### config.mk
export PLATFORM = sky130hd
export DESIGN_NAME = aging_lru_frame_replacement_top_flat
export DESIGN_NICKNAME = d
export VERILOG_FILES = /design/src/sv/alru_pkg.sv /design/src/sv/alru_stream_if.sv /design/src/sv/aging_lru_frame_replacement_top.sv /design/src/sv/alru_datapath.sv /design/src/sv/alru_ctrl.sv /design/src/flat_wrapper.sv
export SDC_FILE = /design/constraint.sdc
export NUM_CORES = 2
export LEC_CHECK = 0
export BUFFER_PORTS_ARGS = -buffer_cell sky130_fd_sc_hd__buf_4
export CAP_MARGIN = 10
export CORE_ASPECT_RATIO = 0.8
export CORE_MARGIN = 5
export CORE_UTILIZATION = 35
export CTS_CLUSTER_DIAMETER = 150
export DETAILED_ROUTE_END_ITERATION = 7
export SETUP_SLACK_MARGIN = 0.4
export SKIP_CTS_REPAIR_TIMING = 1
export SYNTH_ARGS = -nofsm -noshare
export SYNTH_HDL_FRONTEND = slang
export SYNTH_HIERARCHICAL = 1
export SYNTH_SLANG_ARGS = --single-unit
### constraint.sdc
create_clock -name clk -period 9.5 [get_ports clk]
set_input_delay 0.95 -clock clk [delete_from_list [all_inputs] [get_ports clk]]
set_output_delay 0.95 -clock clk [all_outputs]
set_load 0.01 [all_outputs]
### src/sv/alru_pkg.sv
// shared constants and controller/datapath signal groups for the aging frame selector
package alru_pkg;

	localparam int FRAME_COUNT_DEF = 32;
	localparam int AGE_WIDTH_DEF   = 32;
	localparam int FRAME_W         = 5;

	typedef struct packed {
		logic load;
		logic scan_step;
		logic apply;
	} cmd_t;

	typedef struct packed {
		logic miss;
		logic scan_last;
		logic out_free;
	} status_t;

endpackage

### src/sv/alru_stream_if.sv
// valid/ready channels for frame accesses and frame results
interface alru_req_if;
	logic                            valid;
	logic                            ready;
	logic                            is_miss;
	logic [alru_pkg::FRAME_W-1:0]    frame_in;
	logic                            update_age;

	modport source (output valid, output is_miss, output frame_in, output update_age,
		input ready);
	modport sink (input valid, input is_miss, input frame_in, input update_age,
		output ready);
endinterface

interface alru_rsp_if;
	logic                            valid;
	logic                            ready;
	logic [alru_pkg::FRAME_W-1:0]    frame_out;
	logic                            was_victim;

	modport source (output valid, output frame_out, output was_victim, input ready);
	modport sink (input valid, input frame_out, input was_victim, output ready);
endinterface

### src/sv/aging_lru_frame_replacement_top.sv
// top level of the aging frame selector
// a hit goes from accept straight to the apply state, a miss first runs
// the victim scan, which reads one counter a cycle; the result register is loaded
// in the apply state once it is free, and only then is the next access taken
// a new access is taken while the previous result waits in the result register
// reset clears all aging counters and the control state at once
module aging_lru_frame_replacement_top #(
	parameter int FRAME_COUNT = alru_pkg::FRAME_COUNT_DEF,
	parameter int AGE_WIDTH   = alru_pkg::AGE_WIDTH_DEF
) (
	input logic       clk,
	input logic       arst_n,
	alru_req_if.sink  req,
	alru_rsp_if.source rsp
);
	import alru_pkg::*;

	cmd_t    cmd;
	status_t sts;

	alru_ctrl u_ctrl (
		.clk        (clk),
		.arst_n     (arst_n),
		.in_valid   (req.valid),
		.in_is_miss (req.is_miss),
		.in_ready   (req.ready),
		.sts        (sts),
		.cmd        (cmd)
	);

	alru_datapath #(
		.FRAME_COUNT (FRAME_COUNT),
		.AGE_WIDTH   (AGE_WIDTH)
	) u_datapath (
		.clk        (clk),
		.arst_n     (arst_n),
		.cmd        (cmd),
		.sts        (sts),
		.is_miss    (req.is_miss),
		.frame_in   (req.frame_in),
		.update_age (req.update_age),
		.out_valid  (rsp.valid),
		.out_ready  (rsp.ready),
		.frame_out  (rsp.frame_out),
		.was_victim (rsp.was_victim)
	);

endmodule

### src/sv/alru_datapath.sv
// aging counters, victim scan registers and result register
module alru_datapath #(
	parameter int FRAME_COUNT = alru_pkg::FRAME_COUNT_DEF,
	parameter int AGE_WIDTH   = alru_pkg::AGE_WIDTH_DEF
) (
	input  logic                         clk,
	input  logic                         arst_n,
	input  alru_pkg::cmd_t               cmd,
	output alru_pkg::status_t            sts,
	input  logic                         is_miss,
	input  logic [alru_pkg::FRAME_W-1:0] frame_in,
	input  logic                         update_age,
	output logic                         out_valid,
	input  logic                         out_ready,
	output logic [alru_pkg::FRAME_W-1:0] frame_out,
	output logic                         was_victim
);
	import alru_pkg::*;

	localparam int IDX_W = $clog2(FRAME_COUNT);
	localparam int UW    = (IDX_W > FRAME_W) ? IDX_W : FRAME_W;
	localparam logic [IDX_W-1:0]     LAST = IDX_W'(FRAME_COUNT - 1);
	localparam logic [AGE_WIDTH-1:0] GAIN = AGE_WIDTH'(1) << (AGE_WIDTH - 2);

	logic [AGE_WIDTH-1:0] age_q [FRAME_COUNT];
	logic [AGE_WIDTH-1:0] best_val_q;
	logic [IDX_W-1:0]     scan_idx_q;
	logic [UW-1:0]        used_q;
	logic                 miss_q;
	logic                 upd_q;
	logic                 out_valid_q;
	logic [FRAME_W-1:0]   frame_out_q;
	logic                 was_victim_q;
	logic [AGE_WIDTH-1:0] scan_val;
	logic                 better;

	function automatic logic [AGE_WIDTH-1:0] sat_gain(input logic [AGE_WIDTH-1:0] c);
		logic [AGE_WIDTH:0] sum;
		sum = {1'b0, c} + {1'b0, GAIN};
		return sum[AGE_WIDTH] ? {AGE_WIDTH{1'b1}} : sum[AGE_WIDTH-1:0];
	endfunction

	assign scan_val = age_q[scan_idx_q];
	assign better   = scan_val < best_val_q;

	always_ff @(posedge clk) begin
		if (cmd.load) begin
			miss_q     <= is_miss;
			upd_q      <= update_age;
			used_q     <= is_miss ? '0 : UW'(frame_in);
			best_val_q <= age_q[0];
			scan_idx_q <= IDX_W'(1);
		end else if (cmd.scan_step) begin
			if (better) begin
				best_val_q <= scan_val;
				used_q     <= UW'(scan_idx_q);
			end
			scan_idx_q <= scan_idx_q + 1'b1;
		end
	end

	// on an aging update the used frame gains, all others halve
	always_ff @(posedge clk or negedge arst_n) begin
		if (!arst_n) begin
			for (int i = 0; i < FRAME_COUNT; i++) age_q[i] <= '0;
		end else if (cmd.apply && upd_q) begin
			for (int i = 0; i < FRAME_COUNT; i++) begin
				if (used_q == UW'(i)) age_q[i] <= sat_gain(age_q[i]);
				else age_q[i] <= age_q[i] >> 1;
			end
		end
	end

	always_ff @(posedge clk or negedge arst_n) begin
		if (!arst_n) begin
			out_valid_q <= 1'b0;
		end else if (cmd.apply) begin
			out_valid_q <= 1'b1;
		end else if (out_ready) begin
			out_valid_q <= 1'b0;
		end
	end

	always_ff @(posedge clk) begin
		if (cmd.apply) begin
			frame_out_q  <= used_q[FRAME_W-1:0];
			was_victim_q <= miss_q;
		end
	end

	assign sts.miss      = miss_q;
	assign sts.scan_last = (scan_idx_q == LAST);
	assign sts.out_free  = !out_valid_q || out_ready;

	assign out_valid  = out_valid_q;
	assign frame_out  = frame_out_q;
	assign was_victim = was_victim_q;

	a_apply_fills_out: assert property (@(posedge clk) disable iff (!arst_n)
		cmd.apply |=> out_valid_q)
		else $error("result register not loaded after apply");

	a_scan_advances: assert property (@(posedge clk) disable iff (!arst_n)
		cmd.scan_step && !sts.scan_last |=> scan_idx_q == IDX_W'($past(scan_idx_q) + 1'b1))
		else $error("scan index did not advance");

	a_out_holds: assert property (@(posedge clk) disable iff (!arst_n)
		out_valid_q && !out_ready |=> out_valid_q && $stable(frame_out_q) &&
		$stable(was_victim_q))
		else $error("waiting result changed before its transfer");

endmodule

### src/sv/alru_ctrl.sv
// sequencer for accept, victim scan and counter update
module alru_ctrl (
	input  logic              clk,
	input  logic              arst_n,
	input  logic              in_valid,
	input  logic              in_is_miss,
	output logic              in_ready,
	input  alru_pkg::status_t sts,
	output alru_pkg::cmd_t    cmd
);
	import alru_pkg::*;

	localparam logic [1:0] ST_IDLE  = 2'd0;
	localparam logic [1:0] ST_SCAN  = 2'd1;
	localparam logic [1:0] ST_APPLY = 2'd2;

	logic [1:0] state_q;
	logic [1:0] state_d;

	always_comb begin
		state_d       = state_q;
		in_ready      = 1'b0;
		cmd.load      = 1'b0;
		cmd.scan_step = 1'b0;
		cmd.apply     = 1'b0;
		case (state_q)
			ST_IDLE: begin
				in_ready = 1'b1;
				if (in_valid) begin
					cmd.load = 1'b1;
					state_d  = in_is_miss ? ST_SCAN : ST_APPLY;
				end
			end
			ST_SCAN: begin
				cmd.scan_step = 1'b1;
				if (sts.scan_last) state_d = ST_APPLY;
			end
			ST_APPLY: begin
				if (sts.out_free) begin
					cmd.apply = 1'b1;
					state_d   = ST_IDLE;
				end
			end
			default: begin
				state_d = ST_IDLE;
			end
		endcase
	end

	always_ff @(posedge clk or negedge arst_n) begin
		if (!arst_n) state_q <= ST_IDLE;
		else state_q <= state_d;
	end

	a_miss_scans: assert property (@(posedge clk) disable iff (!arst_n)
		cmd.load && in_is_miss |=> state_q == ST_SCAN)
		else $error("miss did not start a scan");

	a_apply_returns: assert property (@(posedge clk) disable iff (!arst_n)
		cmd.apply |=> state_q == ST_IDLE)
		else $error("no return to idle after apply");

	a_apply_waits: assert property (@(posedge clk) disable iff (!arst_n)
		state_q == ST_APPLY && !sts.out_free |=> state_q == ST_APPLY && !$past(cmd.apply))
		else $error("apply while result register full");

endmodule

### src/flat_wrapper.sv
// flat-port wrapper written by rule: the top's interface ports become plain ports
module aging_lru_frame_replacement_top_flat import alru_pkg::*;
#(
	parameter int FRAME_COUNT = alru_pkg::FRAME_COUNT_DEF,
	parameter int AGE_WIDTH   = alru_pkg::AGE_WIDTH_DEF
)
  (clk, arst_n, req_valid, req_is_miss, req_frame_in, req_update_age, req_ready, rsp_valid, rsp_frame_out, rsp_was_victim, rsp_ready);
  alru_req_if req_i ();
  alru_rsp_if rsp_i ();
  input logic clk;
  input logic arst_n;
  input wire logic [$bits(req_i.valid)-1:0] req_valid;
  input wire logic [$bits(req_i.is_miss)-1:0] req_is_miss;
  input wire logic [$bits(req_i.frame_in)-1:0] req_frame_in;
  input wire logic [$bits(req_i.update_age)-1:0] req_update_age;
  output wire logic [$bits(req_i.ready)-1:0] req_ready;
  output wire logic [$bits(rsp_i.valid)-1:0] rsp_valid;
  output wire logic [$bits(rsp_i.frame_out)-1:0] rsp_frame_out;
  output wire logic [$bits(rsp_i.was_victim)-1:0] rsp_was_victim;
  input wire logic [$bits(rsp_i.ready)-1:0] rsp_ready;
  assign req_i.valid = req_valid;
  assign req_i.is_miss = req_is_miss;
  assign req_i.frame_in = req_frame_in;
  assign req_i.update_age = req_update_age;
  assign req_ready = req_i.ready;
  assign rsp_valid = rsp_i.valid;
  assign rsp_frame_out = rsp_i.frame_out;
  assign rsp_was_victim = rsp_i.was_victim;
  assign rsp_i.ready = rsp_ready;
  aging_lru_frame_replacement_top #(.FRAME_COUNT(FRAME_COUNT), .AGE_WIDTH(AGE_WIDTH)) u_core (.clk(clk), .arst_n(arst_n), .req(req_i), .rsp(rsp_i));
endmodule
==> parameters.txt <==
Parameter                              Value

Run status
  Outcome    completed

Clocking
  Clock input transition at the sequential cells of the worst setup and hold paths    around 70 ps
  TritonCTS clock tree    built
  H-tree depth    3
  Number of buffers on the longest clock path    3
  Clock sink count    1077
  Clock tree root driver cell    sky130_fd_sc_hd__clkbuf_16
  Clk_lat worst skew    around 740 ps
  Total CTS buffers    between 100 and 150

Synthesis
  Synth warnings    6
  Number of cells produced by synthesis    roughly 5700
  Synthesized area divided by synthesized cell count    9.15 um^2
  Post-Syn Nets    between 5000 and 6000
  Post-Synthesis Cell Area    ~52000 um^2

Setup path
  Required time of the critical path    between 9000 and 10000 ps
  Capturing element type of the critical path    register
  Path type of the worst setup path    register to register
  CP top delay family    buffers and inverters
  Launch point of the worst reg-to-reg path    u_core/u_datapath/scan_idx_q[0]$_SDFFE_PP1P_
  Cell count of the worst reg-to-reg path    13
  Worst reg2reg endpoint    u_core/u_datapath/best_val_q[3]$_DFFE_PP_
  Worst setup path end    u_core/u_datapath/best_val_q[3]$_DFFE_PP_
  Arrival time worst endpoint    roughly 6500 ps
  Launch point of the worst path    u_core/u_datapath/scan_idx_q[0]$_SDFFE_PP1P_
  Flop-to-flop setup slack    about 3400 ps
  Worst path slowest cell    sky130_fd_sc_hd__buf_4
  Number of cells on the critical path    13
  Critical Path Max Stage Delay    between 700 and 800 ps
  Cell chain of the critical path    buf_4, buf_4, mux4_2, nor2b_1, a21oi_1, nand4_1, ha_1, and2_0, a221o_1, nand2_1, o21ai_0, nor4_2, buf_4
  CP Max Fanout    44
  Most frequent CP cell    sky130_fd_sc_hd__buf_4
  Bufs and invs on worst path    3
  Sort of element at the start of the critical path    register

Die
  Rows    ~130
  Width of the die    between 400 and 500 um
  IO Count    19
  Die height    about 350 um
  Area of the die    approximately 160000 um^2
  Area of the core region    between 100000 and 150000 um^2
  Starting utilization of the core area    roughly a third

Place
  Final weighted congestion in routability-driven placement    approximately 1
  Placed cell area    ~54000 um^2
  HPWL after DPL    around 110000 um
  Port buffer count    18
  Dpl cells    about 7300

Global route
  Total track usage    approximately 21%
  Antenna violations before repair    6
  GRT Residual Overflow    0
  Number of global-route vias before repair    between 30000 and 40000
  Wire length of the first global-routing pass    between 200000 and 300000 um
  Maximum number of pins on one net before global-route repair    189

Hold path
  Path type of the worst min-delay path    input pin to asynchronous set/reset pin

Pwr
  Internal Power    about 12 mW
  IR Drop Worst-Case VDD    0.287 mV
  Switching power of the nets    about 8.4 mW
  Total leakage power    approximately 22 nW
  Combinational cell fraction of total power    37.5%
  Net Sw Frac    between 40% and 50%
  Sequential power share    approximately 42%
  Clk network pwr share    21.0%
  Power consumption    20.5 mW
  PwrDens    359 nW/um^2

Cells and area
  Final cell count without fillers    ~7500
  P&R area growth vs syn    10.6%
  Fin area    ~57000 um^2
  Antenna diode instance count    0
  Net count reported at finish    approximately 5500
  Number of fillers in the final layout    14700
  Share of final-layout standard cells stronger than drive strength 1    a little under a tenth

Timing
  Highest clock rate    approximately 160 MHz
  Setup tns final    0 ps
  Number of max-slew violations in the final report    0
  Min Tclk post-route    6070 ps
  RSZ-0062 raised after global routing    false
  Period utilisation layout    roughly 64%
  Worst slew margin relative to its limit    ~17%
  Final hold slack    about 280 ps
  Final-report hold violation count    0
  Worst clock skew    roughly 37 ps
  Endpoints failing setup    0
  Measured slew at the worst slew-check pin    roughly 1200 ps

Routing
  Post-DR vias/cell    around 5.5
  Initial detailed-routing violation count    between 4000 and 5000
  Average wire per standard cell    roughly 22 um
  Total DRC errors in the routed layout    0
  Vias post-DR    41500
  Post-detailed-route count of antenna-violating nets    0
  First-pass iteration count of the detailed router    6
  Post-Route WL    around 160000 um

Job
  Max Cap Viol    0
## worst reg2reg max path, delay by kind of cell, from the launching register on
kind | cells | cell delay [ps]
flip-flops | 1 | 430
AND/OR/NAND/NOR | 5 | 1270
adder cells (fa/ha/maj) | 1 | 350
multiplexers | 1 | 600
AO/OA/AOI/OAI | 3 | 1070
buffers and inverters | 3 | 2030
## power groups by stage
stage | combinational [mW] | clock [mW] | sequential, mW
after global routing | 8.44 | 4.59 | 8.78
after floorplan | 5.60 | 0 | 7.86
final | 7.70 | 4.31 | 8.53
after detailed placement | 7.61 | 0 | 8.54
after CTS | 7.62 | 4.40 | 8.48
after global placement | 7.51 | 0 | 8.51
## sequential cells by signal, indices dropped and copies added, names as in the netlist
signal,flops
u_core/u_datapath/out_valid,1
u_core/u_datapath/scan_idx_q,5
u_core/u_datapath/upd_q,1
u_core/u_ctrl/state_q,2
u_core/u_datapath/frame_out,5
u_core/u_datapath/best_val_q,32
u_core/u_datapath/used_q,5
u_core/u_datapath/age_q,1024
u_core/u_datapath/was_victim,1
u_core/u_datapath/miss_q,1
## metrics by stage
stage / utilization [%] / setup WS [ps]
2_1_floorplan: - / 2660
3_3_place_gp: 36.5 / 3410
3_5_place_dp: 36.5 / 3480
4_1_cts: 38.9 / 3450
5_1_grt: 38.9 / 2950
6_report: 38.9 / 3430
## area by class of cell
type / count / area, um^2 / share of cell area (%)
Tap cell: 1984 / 2480 / 4.33
Clock inverter: 43 / 358 / 0.625
Clock buffer: 155 / 3170 / 5.54
Inverter: 38 / 143 / 0.249
Timing Repair Buffer: 113 / 968 / 1.69
Sequential cell: 1077 / 27200 / 47.4
Multi-Input combinational cell: 4108 / 23000 / 40.1
## layer usage
layer	global-route usage (%)	vias to the layer above	part of all wire, %
met3	5.92	231	10
met5	0	-	0.048
met4	5.94	4	3.1
met2	27.3	1618	40
li1	-	18800	-
met1	32.2	20800	47
## how the worst min path moves through the flow
stage / from / to / slack [ps] / cells after the start
after floorplan: u_core/u_datapath/miss_q$_DFFE_PP_ / u_core/u_datapath/was_victim$_DFFE_PP_ / 400 / 0
after global placement: u_core/u_datapath/miss_q$_DFFE_PP_ / u_core/u_datapath/was_victim$_DFFE_PP_ / 410 / 0
after detailed placement: u_core/u_datapath/miss_q$_DFFE_PP_ / u_core/u_datapath/was_victim$_DFFE_PP_ / 410 / 0
after CTS: arst_n / u_core/u_datapath/age_q[723]$_DFFE_PN0P_ / 260 / 1
after global routing: arst_n / u_core/u_datapath/age_q[656]$_DFFE_PN0P_ / 320 / 1
final: arst_n / u_core/u_datapath/age_q[656]$_DFFE_PN0P_ / 280 / 1
## placed cells by master, fill, tap and decap left out, types with 19 or more instances in the layout
cell type and n:
sky130_fd_sc_hd__nand2_1 217, sky130_fd_sc_hd__inv_1 38, sky130_fd_sc_hd__mux4_2 127, sky130_fd_sc_hd__a21oi_1 167
sky130_fd_sc_hd__dfrtp_1 1027, sky130_fd_sc_hd__nor2_2 33, sky130_fd_sc_hd__mux2_2 34, sky130_fd_sc_hd__o211ai_1 35
sky130_fd_sc_hd__clkbuf_16 109, sky130_fd_sc_hd__nand4_1 36, sky130_fd_sc_hd__nor2b_1 68, sky130_fd_sc_hd__a22oi_1 93
sky130_fd_sc_hd__clkbuf_1 19, sky130_fd_sc_hd__o21ai_0 73, sky130_fd_sc_hd__clkinv_2 27, sky130_fd_sc_hd__edfxtp_1 45
sky130_fd_sc_hd__ha_1 33, sky130_fd_sc_hd__clkbuf_8 27, sky130_fd_sc_hd__nor3_1 900, sky130_fd_sc_hd__buf_4 103
sky130_fd_sc_hd__mux2i_1 256, sky130_fd_sc_hd__nand3_1 69, sky130_fd_sc_hd__o22a_1 29, sky130_fd_sc_hd__nor2_1 1839
Power figures use the tool's default switching activity.
